$ cat config.mk
export PLATFORM = sky130hd
export DESIGN_NAME = epoch_seconds_to_calendar
export DESIGN_NICKNAME = d
export VERILOG_FILES = /design/src/esc_pkg.sv /design/src/esc_dp.sv /design/src/esc_ctrl.sv /design/src/epoch_seconds_to_calendar.sv
export SDC_FILE = /design/constraint.sdc
export NUM_CORES = 1
export LEC_CHECK = 0
export ABC_CLOCK_PERIOD_IN_PS = 4400
export BUFFER_PORTS_ARGS = -buffer_cell sky130_fd_sc_hd__buf_4
export CELL_PAD_IN_SITES_DETAIL_PLACEMENT = 0
export CELL_PAD_IN_SITES_GLOBAL_PLACEMENT = 1
export CORE_MARGIN = 1.5
export CORE_UTILIZATION = 41
export DETAILED_ROUTE_END_ITERATION = 10
export PLACE_DENSITY_LB_ADDON = 0.08
export SLEW_MARGIN = 20
export SYNTH_ARGS = -nofsm -noshare
export SYNTH_HDL_FRONTEND = slang
export SYNTH_HIERARCHICAL = 1
export SYNTH_SLANG_ARGS = --single-unit
$ cat constraint.sdc
create_clock -name clk -period 4.4 [get_ports clk]
set_input_delay 1.1 -clock clk [delete_from_list [all_inputs] [get_ports clk]]
set_output_delay 1.1 -clock clk [all_outputs]
set_load 0.01 [all_outputs]
$ cat src/esc_pkg.sv
// Package for the epoch seconds to calendar converter.
// Holds field widths, time constants, command and state types and the month length table.
// No dependencies; used by esc_ctrl, esc_dp and epoch_seconds_to_calendar.
package esc_pkg;

	// Field widths.
	localparam int SECS_W  = 31;
	localparam int YEAR_W  = 11;
	localparam int MONTH_W = 4;
	localparam int DAY_W   = 5;
	localparam int HOUR_W  = 5;
	localparam int MIN_W   = 6;
	localparam int IDX_W   = 3;

	// Calendar and time constants.
	localparam logic [YEAR_W-1:0]  BASE_YEAR      = 11'd1970;
	localparam logic [MONTH_W-1:0] LAST_MONTH     = 4'd12;
	localparam logic [SECS_W-1:0]  SECS_PER_MIN   = 31'd60;
	localparam logic [SECS_W-1:0]  SECS_PER_HOUR  = 31'd3600;
	localparam logic [SECS_W-1:0]  SECS_PER_DAY   = 31'd86400;
	localparam logic [SECS_W-1:0]  SECS_YEAR      = 31'd31536000;
	localparam logic [SECS_W-1:0]  SECS_LEAP_YEAR = 31'd31622400;

	// Residues of the base year, used to track the Gregorian leap rule.
	localparam logic [1:0] BASE_MOD4   = 2'd2;
	localparam logic [6:0] BASE_MOD100 = 7'd70;
	localparam logic [8:0] BASE_MOD400 = 9'd370;

	// First quotient bit of each digit extraction.
	localparam logic [IDX_W-1:0] DAY_TOP_BIT  = 3'd4;
	localparam logic [IDX_W-1:0] HOUR_TOP_BIT = 3'd4;
	localparam logic [IDX_W-1:0] MIN_TOP_BIT  = 3'd5;

	// Datapath operations.
	typedef enum logic [2:0] {
		OP_NONE,
		OP_LOAD,
		OP_YEAR,
		OP_MONTH,
		OP_DAY,
		OP_HOUR,
		OP_MIN
	} op_t;

	// Controller states.
	typedef enum logic [2:0] {
		ST_IDLE,
		ST_YEAR,
		ST_MONTH,
		ST_DAY,
		ST_HOUR,
		ST_MIN
	} state_t;

	// Command from the controller to the datapath.
	typedef struct packed {
		op_t              op;
		logic [IDX_W-1:0] idx;
	} cmd_t;

	// Status from the datapath to the controller.
	typedef struct packed {
		logic ge;
		logic month_last;
	} status_t;

	// Length of a month in seconds.
	function automatic logic [SECS_W-1:0] month_secs(input logic [MONTH_W-1:0] m,
		input logic leap);
		logic [SECS_W-1:0] secs;
		case (m) inside
			4'd2: begin
				secs = leap ? 31'd2505600 : 31'd2419200;
			end
			4'd4, 4'd6, 4'd9, 4'd11: begin
				secs = 31'd2592000;
			end
			default: begin
				secs = 31'd2678400;
			end
		endcase
		return secs;
	endfunction

endpackage

$ cat src/esc_dp.sv
// Datapath of the epoch seconds to calendar converter.
// One shared compare-and-subtract unit working on the remaining seconds, plus result registers.
// Depends on esc_pkg.
module esc_dp (
	input  logic                          clk,
	input  logic                          arst_n,
	input  esc_pkg::cmd_t                 cmd,
	input  logic [esc_pkg::SECS_W-1:0]    epoch_seconds,
	output esc_pkg::status_t              status,
	output logic [esc_pkg::YEAR_W-1:0]    year,
	output logic [esc_pkg::MONTH_W-1:0]   month,
	output logic [esc_pkg::DAY_W-1:0]     day,
	output logic [esc_pkg::HOUR_W-1:0]    hour,
	output logic [esc_pkg::MIN_W-1:0]     minute
);

	logic [esc_pkg::SECS_W-1:0]  rem_q;
	logic [esc_pkg::YEAR_W-1:0]  year_q;
	logic [esc_pkg::MONTH_W-1:0] month_q;
	logic [esc_pkg::DAY_W-1:0]   dayq_q;
	logic [esc_pkg::HOUR_W-1:0]  hour_q;
	logic [esc_pkg::MIN_W-1:0]   min_q;
	logic [1:0]                  mod4_q;
	logic [6:0]                  mod100_q;
	logic [8:0]                  mod400_q;
	logic                        leap;
	logic [esc_pkg::SECS_W-1:0]  sub;
	logic [esc_pkg::SECS_W:0]    diff;
	logic                        ge;

	// Gregorian rule from the running residues of the year.
	assign leap = ((mod4_q == 2'd0) && (mod100_q != 7'd0)) || (mod400_q == 9'd0);

	// Select the amount to take away in this step.
	always_comb begin
		case (cmd.op)
			esc_pkg::OP_YEAR: begin
				sub = leap ? esc_pkg::SECS_LEAP_YEAR : esc_pkg::SECS_YEAR;
			end
			esc_pkg::OP_MONTH: begin
				sub = esc_pkg::month_secs(month_q, leap);
			end
			esc_pkg::OP_DAY: begin
				sub = esc_pkg::SECS_PER_DAY << cmd.idx;
			end
			esc_pkg::OP_HOUR: begin
				sub = esc_pkg::SECS_PER_HOUR << cmd.idx;
			end
			esc_pkg::OP_MIN: begin
				sub = esc_pkg::SECS_PER_MIN << cmd.idx;
			end
			default: begin
				sub = '0;
			end
		endcase
	end

	// Shared compare and subtract.
	assign diff = {1'b0, rem_q} - {1'b0, sub};
	assign ge   = ~diff[esc_pkg::SECS_W];

	assign status.ge         = ge;
	assign status.month_last = (month_q == esc_pkg::LAST_MONTH);

	// Year, month and leap residues are kept under reset so the leap logic is always defined.
	always_ff @(posedge clk or negedge arst_n) begin
		if (!arst_n) begin
			year_q   <= esc_pkg::BASE_YEAR;
			month_q  <= 4'd1;
			mod4_q   <= esc_pkg::BASE_MOD4;
			mod100_q <= esc_pkg::BASE_MOD100;
			mod400_q <= esc_pkg::BASE_MOD400;
		end else begin
			case (cmd.op)
				esc_pkg::OP_LOAD: begin
					year_q   <= esc_pkg::BASE_YEAR;
					month_q  <= 4'd1;
					mod4_q   <= esc_pkg::BASE_MOD4;
					mod100_q <= esc_pkg::BASE_MOD100;
					mod400_q <= esc_pkg::BASE_MOD400;
				end
				esc_pkg::OP_YEAR: begin
					if (ge) begin
						year_q   <= year_q + 11'd1;
						mod4_q   <= mod4_q + 2'd1;
						mod100_q <= (mod100_q == 7'd99) ? 7'd0 : mod100_q + 7'd1;
						mod400_q <= (mod400_q == 9'd399) ? 9'd0 : mod400_q + 9'd1;
					end
				end
				esc_pkg::OP_MONTH: begin
					if (ge && !status.month_last) begin
						month_q <= month_q + 4'd1;
					end
				end
				default: begin
				end
			endcase
		end
	end

	// Remaining seconds and the quotient digits.
	always_ff @(posedge clk) begin
		case (cmd.op)
			esc_pkg::OP_LOAD: begin
				rem_q  <= epoch_seconds;
				dayq_q <= '0;
				hour_q <= '0;
				min_q  <= '0;
			end
			esc_pkg::OP_YEAR: begin
				if (ge) begin
					rem_q <= diff[esc_pkg::SECS_W-1:0];
				end
			end
			esc_pkg::OP_MONTH: begin
				if (ge && !status.month_last) begin
					rem_q <= diff[esc_pkg::SECS_W-1:0];
				end
			end
			esc_pkg::OP_DAY: begin
				if (ge) begin
					rem_q          <= diff[esc_pkg::SECS_W-1:0];
					dayq_q[cmd.idx] <= 1'b1;
				end
			end
			esc_pkg::OP_HOUR: begin
				if (ge) begin
					rem_q          <= diff[esc_pkg::SECS_W-1:0];
					hour_q[cmd.idx] <= 1'b1;
				end
			end
			esc_pkg::OP_MIN: begin
				if (ge) begin
					rem_q         <= diff[esc_pkg::SECS_W-1:0];
					min_q[cmd.idx] <= 1'b1;
				end
			end
			default: begin
			end
		endcase
	end

	// Result fields; the day of month counts from one.
	assign year   = year_q;
	assign month  = month_q;
	assign day    = dayq_q + 5'd1;
	assign hour   = hour_q;
	assign minute = min_q;

	// The residues must follow the year register, and the month must stay in range.
	a_mod4: assert property (@(posedge clk) disable iff (!arst_n)
		mod4_q == year_q[1:0])
		else $error("mod 4 residue out of step with year");
	a_mod100: assert property (@(posedge clk) disable iff (!arst_n)
		32'(mod100_q) == 32'(year_q) % 100)
		else $error("mod 100 residue out of step with year");
	a_month: assert property (@(posedge clk) disable iff (!arst_n)
		(month_q >= 4'd1) && (month_q <= esc_pkg::LAST_MONTH))
		else $error("month register out of range");

endmodule

$ cat src/esc_ctrl.sv
// Controller of the epoch seconds to calendar converter.
// Sequences the year walk, the month walk and the day, hour and minute digit steps.
// Depends on esc_pkg.
module esc_ctrl (
	input  logic             clk,
	input  logic             arst_n,
	input  logic             start,
	input  esc_pkg::status_t status,
	output esc_pkg::cmd_t    cmd,
	output logic             busy,
	output logic             done
);

	esc_pkg::state_t              state_q;
	esc_pkg::state_t              state_d;
	logic [esc_pkg::IDX_W-1:0]    idx_q;
	logic                         done_q;
	logic                         last_step;

	assign last_step = (idx_q == '0);

	// Next state.
	always_comb begin
		state_d = state_q;
		case (state_q)
			esc_pkg::ST_IDLE: begin
				if (start) begin
					state_d = esc_pkg::ST_YEAR;
				end
			end
			esc_pkg::ST_YEAR: begin
				if (!status.ge) begin
					state_d = esc_pkg::ST_MONTH;
				end
			end
			esc_pkg::ST_MONTH: begin
				if (!status.ge || status.month_last) begin
					state_d = esc_pkg::ST_DAY;
				end
			end
			esc_pkg::ST_DAY: begin
				if (last_step) begin
					state_d = esc_pkg::ST_HOUR;
				end
			end
			esc_pkg::ST_HOUR: begin
				if (last_step) begin
					state_d = esc_pkg::ST_MIN;
				end
			end
			esc_pkg::ST_MIN: begin
				if (last_step) begin
					state_d = esc_pkg::ST_IDLE;
				end
			end
			default: begin
				state_d = esc_pkg::ST_IDLE;
			end
		endcase
	end

	// Commands to the datapath.
	always_comb begin
		cmd.idx = idx_q;
		case (state_q)
			esc_pkg::ST_IDLE: begin
				cmd.op = start ? esc_pkg::OP_LOAD : esc_pkg::OP_NONE;
			end
			esc_pkg::ST_YEAR: begin
				cmd.op = esc_pkg::OP_YEAR;
			end
			esc_pkg::ST_MONTH: begin
				cmd.op = esc_pkg::OP_MONTH;
			end
			esc_pkg::ST_DAY: begin
				cmd.op = esc_pkg::OP_DAY;
			end
			esc_pkg::ST_HOUR: begin
				cmd.op = esc_pkg::OP_HOUR;
			end
			esc_pkg::ST_MIN: begin
				cmd.op = esc_pkg::OP_MIN;
			end
			default: begin
				cmd.op = esc_pkg::OP_NONE;
			end
		endcase
	end

	assign busy = (state_q != esc_pkg::ST_IDLE);
	assign done = done_q;

	// State, digit index and the result strobe.
	always_ff @(posedge clk or negedge arst_n) begin
		if (!arst_n) begin
			state_q <= esc_pkg::ST_IDLE;
			idx_q   <= '0;
			done_q  <= 1'b0;
		end else begin
			state_q <= state_d;
			done_q  <= (state_q == esc_pkg::ST_MIN) && last_step;
			if (state_d != state_q) begin
				case (state_d)
					esc_pkg::ST_DAY: begin
						idx_q <= esc_pkg::DAY_TOP_BIT;
					end
					esc_pkg::ST_HOUR: begin
						idx_q <= esc_pkg::HOUR_TOP_BIT;
					end
					esc_pkg::ST_MIN: begin
						idx_q <= esc_pkg::MIN_TOP_BIT;
					end
					default: begin
						idx_q <= '0;
					end
				endcase
			end else if (!last_step) begin
				idx_q <= idx_q - 3'd1;
			end
		end
	end

	// The strobe lasts one cycle and only ends a conversion.
	a_done_pulse: assert property (@(posedge clk) disable iff (!arst_n)
		done_q |=> !done_q)
		else $error("result strobe held for more than one cycle");
	a_done_idle: assert property (@(posedge clk) disable iff (!arst_n)
		done_q |-> (state_q == esc_pkg::ST_IDLE))
		else $error("result strobe outside idle");
	a_accept: assert property (@(posedge clk) disable iff (!arst_n)
		(start && !busy) |=> (busy && (state_q == esc_pkg::ST_YEAR)))
		else $error("accepted item did not start the year walk");

endmodule

$ cat src/epoch_seconds_to_calendar.sv
// Channel   Ports                                   Handshake
// input     start, epoch_seconds                    taken when start is high and busy is low
// result    done, year, month, day, hour, minute    valid for the one cycle that done is high
//
// The time from acceptance to the done strobe grows with the number of whole years (up to 68) and
// of month steps (up to 12) to walk. It is set by the single shared compare-and-subtract unit,
// which takes one step per cycle for each year, each month and each quotient bit of day, hour
// and minute. After reset the block is idle and ready. The receiver cannot stall; a new item
// may be accepted in the cycle that done is high.
// Top level of the epoch seconds to calendar converter; depends on esc_pkg, esc_ctrl and esc_dp.
module epoch_seconds_to_calendar (
	input  logic                        clk,
	input  logic                        arst_n,
	input  logic                        start,
	input  logic [esc_pkg::SECS_W-1:0]  epoch_seconds,
	output logic                        busy,
	output logic                        done,
	output logic [esc_pkg::YEAR_W-1:0]  year,
	output logic [esc_pkg::MONTH_W-1:0] month,
	output logic [esc_pkg::DAY_W-1:0]   day,
	output logic [esc_pkg::HOUR_W-1:0]  hour,
	output logic [esc_pkg::MIN_W-1:0]   minute
);

	esc_pkg::cmd_t    cmd;
	esc_pkg::status_t status;

	// Sequencer.
	esc_ctrl u_ctrl (
		.clk    (clk),
		.arst_n (arst_n),
		.start  (start),
		.status (status),
		.cmd    (cmd),
		.busy   (busy),
		.done   (done)
	);

	// Arithmetic and result registers.
	esc_dp u_dp (
		.clk           (clk),
		.arst_n        (arst_n),
		.cmd           (cmd),
		.epoch_seconds (epoch_seconds),
		.status        (status),
		.year          (year),
		.month         (month),
		.day           (day),
		.hour          (hour),
		.minute        (minute)
	);

endmodule
After elaboration in Yosys (flattened, before gate mapping)
Index checks and enable logic that the tools add are counted.

word-level totals
  register bits after elaboration = 87
  output and inout bits = 33
  logic and storage cells = 127

cells by class
  add/subtract/negate cells = 8
  $lt $le $gt $ge = 2
  equal/unequal tests = 30
  shift-type cells = 3
  mux-type cells = 40
  bitwise operators = 4
  reductions and logical operators = 28

operators with widths
  kind                     number
  $pmux W31 S5             1
  $mux W31                 3
  $pmux W31 S3             1
  $mux W18                 2
  $pmux W3 S6              2
  $sub A31 B31 Y32         1
  $shl A12 B3 Y31 const A  1
  $shl A17 B3 Y31 const A  1
  $shl A6 B3 Y31 const A   1
  $mux W3                  8
  $pmux W11 S2             1
  $eq A3 B3 Y1 const B     7
  $mux W20                 1
  $pmux W5 S2              2
  $mux W9                  2
  $pmux W9 S2              1
  $eq A3 B2 Y1 const B     5
  $mux W7                  2
  $pmux W7 S2              1
  $eq A4 B4 Y1 const B     3
  $ne A2 B2 Y1 const B     6
  $pmux W6 S2              1
  $add A11 B1 Y11 const B  1
  $mux W11                 1
  other kinds (40)         60

Longest topological paths before layout
  depth after elaboration = 14
  mapped depth = 24

Modules after synthesis
The synthesis kept the hierarchy.

by module, submodules not included
  module    times used  cells each  area each (um2)
  esc_dp    1           647         5587.9
  esc_ctrl  1           59          541.8

Worst setup path before layout
No wires, ideal clock.

  kind = input port to flip-flop
  start point = input port start
  end point = register u_dp/rem_q[10] in the netlist's numbering (enable)
  library setup time = 0.386 ns
  data arrival time = 4.729 ns
  setup slack = -0.715 ns
  stages on the path = 18
  buffers on the path = 3
  path through = nor3_1 a211oi_1 clkbuf_1 nand2b_1 clkbuf_1 nor2_2 clkinv_1 a21oi_1 nor2_1 ha_1 and3_1 and3_1 nand4_1 o2bb2ai_1 nor2_1 buf_2 a31o_2 nand2_1

RTL lines
  what                  line                             text
  start, declared       epoch_seconds_to_calendar.sv:14  input logic start,
  end signal, assigned  esc_dp.sv:105                    rem_q <= epoch_seconds;
  end signal, assigned  esc_dp.sv:112                    rem_q <= diff[esc_pkg::SECS_W-1:0];
  end signal, assigned  esc_dp.sv:117                    rem_q <= diff[esc_pkg::SECS_W-1:0];
  end, declared         esc_dp.sv:17                     logic [esc_pkg::SECS_W-1:0] rem_q;

==> summary.md <==
| Metric | Value |
|---|---|
| Total clock sinks | 85 |
| Post-Synthesis Cells | 706 |
| Reg clk slew, reported paths | 0.07 ns |
| Layout net count | 933 |
| Distinct cells, synth | 77 |
| Flop pwr share | 0.219 |
| Slack of the critical path | -0.0163 ns |
| Clk_skew | around 0.012 ns |
| DIE HEIGHT | 125 µm |
| Largest net degree at the start of global routing | 54 |
| CTS Root Cell | clkbuf_16 |
| LEAKAGE | 3.48 nW |
| R2r worst-path depth | 20 |
| Clock share of power | 0.097 |
| Crit path kind | input pin to flop |
| DR DRC count | 0 |
| Initial Util | 0.420 |
| Post-synth ARST share | 0.471 |
| Total number of vias | 5839 |
| DP Wirelength | 12200 µm |
| Mean Syn Cell Area | 8.68 µm² |
| PD cells | 1000 nW/µm² |
| RSZ-0062 raised after global routing | yes |
| Min-delay worst type | flop to flop |
| Crit path capture type | flop |
| I/O Buffers | 64 |
| Comb pwr share | 0.684 |
| Switch share | 0.431 |
| Core Box Area | 14600 µm² |
| Rows | 44 |
| Fin cells | 1052 |
| Die area | 15700 µm² |
| Place WS | -0.457 ns |
| Post-synth EDFFs | 45 |
| #FFs+latches synth | 85 |
| Total GRT Usage | 0.216 |
| Switching power of the nets | 3.51 mW |
| Sequential fraction of the synthesis area | 0.387 |
| Crit path launch type | input pin |
| Total CTS buffers | 9 |
| Area of the multi-input gates | 3690 µm² |
| Outcome | complete, but fails checks |
| CTS tree | done |
| Ys Warns | 6 |
| Fin crit share | 1.00 |
| Clk_lat worst skew | 0.35 ns |
| Antenna violations before repair | 0 |
| Area leader, netlist | edfxtp_1 |
| First-pass GRT wire length | 27800 µm |
| Synth top area cells | edfxtp_1 22%, dfrtp_1 9.4%, ha_1 7.3% |
| Final Max Tran Viols | 0 |
| Mapped Area | 6130 µm² |
| Die Width | 125 µm |
| Max cap viols | 0 |
| Worst Path Arrival | 4.67 ns |
| Ys flop type | edfxtp_1 |
| Minimum clock period | about 4.4 ns |
| Syn Nets | 776 |
| P_int | 4.64 mW |
| Final setup TNS | -0.0163 ns |
| # diodes | 0 |
| Worst vdd ir | 0.000607 V |
| Failing checks | setup timing |
| CTS max path bufs | 2 |
| Final wirelength | 16900 µm |
| Max Fclk | between 0.2 and 0.25 GHz |
| Remaining Overflow, GRT | 0 |
| Post-DRT Antenna Nets | 0 |
| Worst EP required | around 4.7 ns |
| Crit-path max FO | 3 |
| Layout area overhead | 32.8% |
| Worst slew margin | 0.568 |
| Layout cell share with drive strength beyond 1 | 0.305 |
| GPL Wtd Cong | approximately 0.9 |
| Htree depth | 3 |
| Vias in the first global route | 5678 |
| Fin Hold WS | 0.496 ns |
| WL/cell | ~16 µm |
| FF+latch area | 2370 µm² |
| Worst-Margin Slew | 0.646 ns |
| Dpl cells | 1023 |
| Worst Hold Depth | 1 |
| Initial drt markers | 325 |
| Final hold violation count | 0 |
| Finish-stage setup viols | 1 |
| DR pass1 iterations | 4 |
| Top-area cell type share of the netlist area | 0.220 |
| Via density per instance | 5.55 |
| Fillers | 1338 |
| I/O pin cnt | 67 |
## cell usage in the layout (no fill, tap or decap), types with 9 or more instances in the layout
cell type | netlist | layout
a31oi_1 | 16 | 16
buf_4 | 2 | 172
nand3_1 | 28 | 27
o22ai_1 | 10 | 9
nor2_1 | 76 | 75
and3_1 | 15 | 14
xor2_1 | 16 | 16
nand2_1 | 78 | 76
dfrtp_1 | 23 | 23
nor2b_1 | 14 | 11
clkbuf_16 | 0 | 10
xnor2_1 | 13 | 13
dfstp_2 | 17 | 17
nor3_1 | 11 | 10
ha_1 | 36 | 36
inv_1 | 24 | 24
a21oi_1 | 44 | 40
edfxtp_1 | 45 | 45
nand2b_1 | 14 | 13
o21ai_0 | 67 | 64
## critical path: stages
cell and delay (ns):
buf_8 0.08, nor3_4 0.04, a211oi_4 0.25, buf_4 0.17, buf_6 0.08, mux2i_1 0.19
o32a_1 0.21, o21ai_2 0.07, a211oi_2 0.23, ha_1 0.31, a21oi_2 0.19, o22ai_4 0.10
a211oi_4 0.32, o2bb2ai_4 0.14, nor2_4 0.16, inv_2 0.07, mux2_4 0.26, a2bb2oi_2 0.16
nand2_2 0.09, mux2i_2 0.18, o32ai_2 0.26
## kinds of logic (layout without fill, tap and decap cells)
logic type	count (synthesis)	in the layout	share of synthesized area
and+or+nand+nor	269	269	0.208
AOI/OAI and AO/OA	219	219	0.234
DFF	85	85	0.387
buffers and inverters	61	223	0.0433
adders and majority gates	36	36	0.0735
xor gates and xnor gates	29	29	0.0414
muxes	7	7	0.0125
## synthesized netlist by cell type, types with 3 or more instances
cell type,n
a211oi_1,6
a21o_1,8
a21oi_1,44
a31o_2,3
a31oi_1,16
a32oi_1,3
and2_1,5
and3_1,15
buf_1,3
buf_2,5
buf_6,3
clkbuf_1,21
dfrtp_1,23
dfstp_2,17
edfxtp_1,45
ha_1,36
inv_1,24
mux2i_1,5
nand2_1,78
nand2b_1,14
nand3_1,28
nand4_1,6
nor2_1,76
nor2_2,3
nor2b_1,14
nor3_1,11
nor4_1,3
o211ai_1,3
o21a_1,8
o21ai_0,67
o21ai_1,5
o21bai_1,3
o22ai_1,10
o31ai_1,9
or4_1,5
xnor2_1,13
xor2_1,16
## flip-flops by register name, summed over array words and instances (netlist names)
name            count
u_ctrl/done         1
u_ctrl/idx_q        3
u_ctrl/state_q      3
u_dp/dayq_q         5
u_dp/hour           5
u_dp/minute         6
u_dp/mod100_q       7
u_dp/mod400_q       9
u_dp/mod4_q         2
u_dp/month          4
u_dp/rem_q         29
u_dp/year          11
## metrics by stage
stage,util,power [mW],instance area [µm²]
2_1_floorplan,-,4.99,6220
3_3_place_gp,0.520,6.87,7580
3_5_place_dp,0.520,7.00,7580
4_1_cts,0.544,7.87,7940
5_1_grt,0.558,8.86,8140
6_report,0.558,8.15,8140
## power by group through the flow
stage                     Sequential (mW)  Combinational [mW]  Clock, mW
after floorplan                      1.71                3.28          0
after global placement               1.78                5.09          0
after detailed placement             1.80                5.21          0
after CTS                            1.79                5.27      0.807
after global routing                 1.85                6.17      0.845
final                                1.79                5.57      0.791
## path summary, 6_finish.rpt
kind	to	slack [ns]	from
max	u_ctrl/idx_q[0]	-0.02	start
min	u_dp/mod4_q[0]	0.50	u_dp/mod4_q[0]
max reg2reg	u_ctrl/idx_q[0]	0.11	u_dp/month[0]
min reg2reg	u_dp/mod4_q[0]	0.50	u_dp/mod4_q[0]
max in group asynchronous	u_dp/month[0]	3.29	arst_n
min in group asynchronous	u_dp/mod400_q[0]	0.72	arst_n
## timing repair
item	CTS	global route
gates cloned	0	1
setup buffers	5	6
setup endpoints to repair	11	90
hold buffers	0	0
pin swaps	3	15
resized for setup	4	24
## metal layers
metal | vias up | track usage | part of all wire
met5 | - | 0 | 0
met3 | 26 | 0.0282 | 0.034
met1 | 2778 | 0.298 | 0.48
met2 | 142 | 0.349 | 0.46
met4 | 0 | 0.0782 | 0.020
li1 | 2893 | - | -
## area by class of cell
class	instances	share of cell area
Timing Repair Buffer	180	0.177
Sequential cell	85	0.292
Multi-Input combinational cell	560	0.454
Clock buffer	11	0.0298
Inverter	27	0.0125
Tap cell	184	0.0283
Clock inverter	5	0.00707
Note: power is estimated with default switching activity, not from simulation.
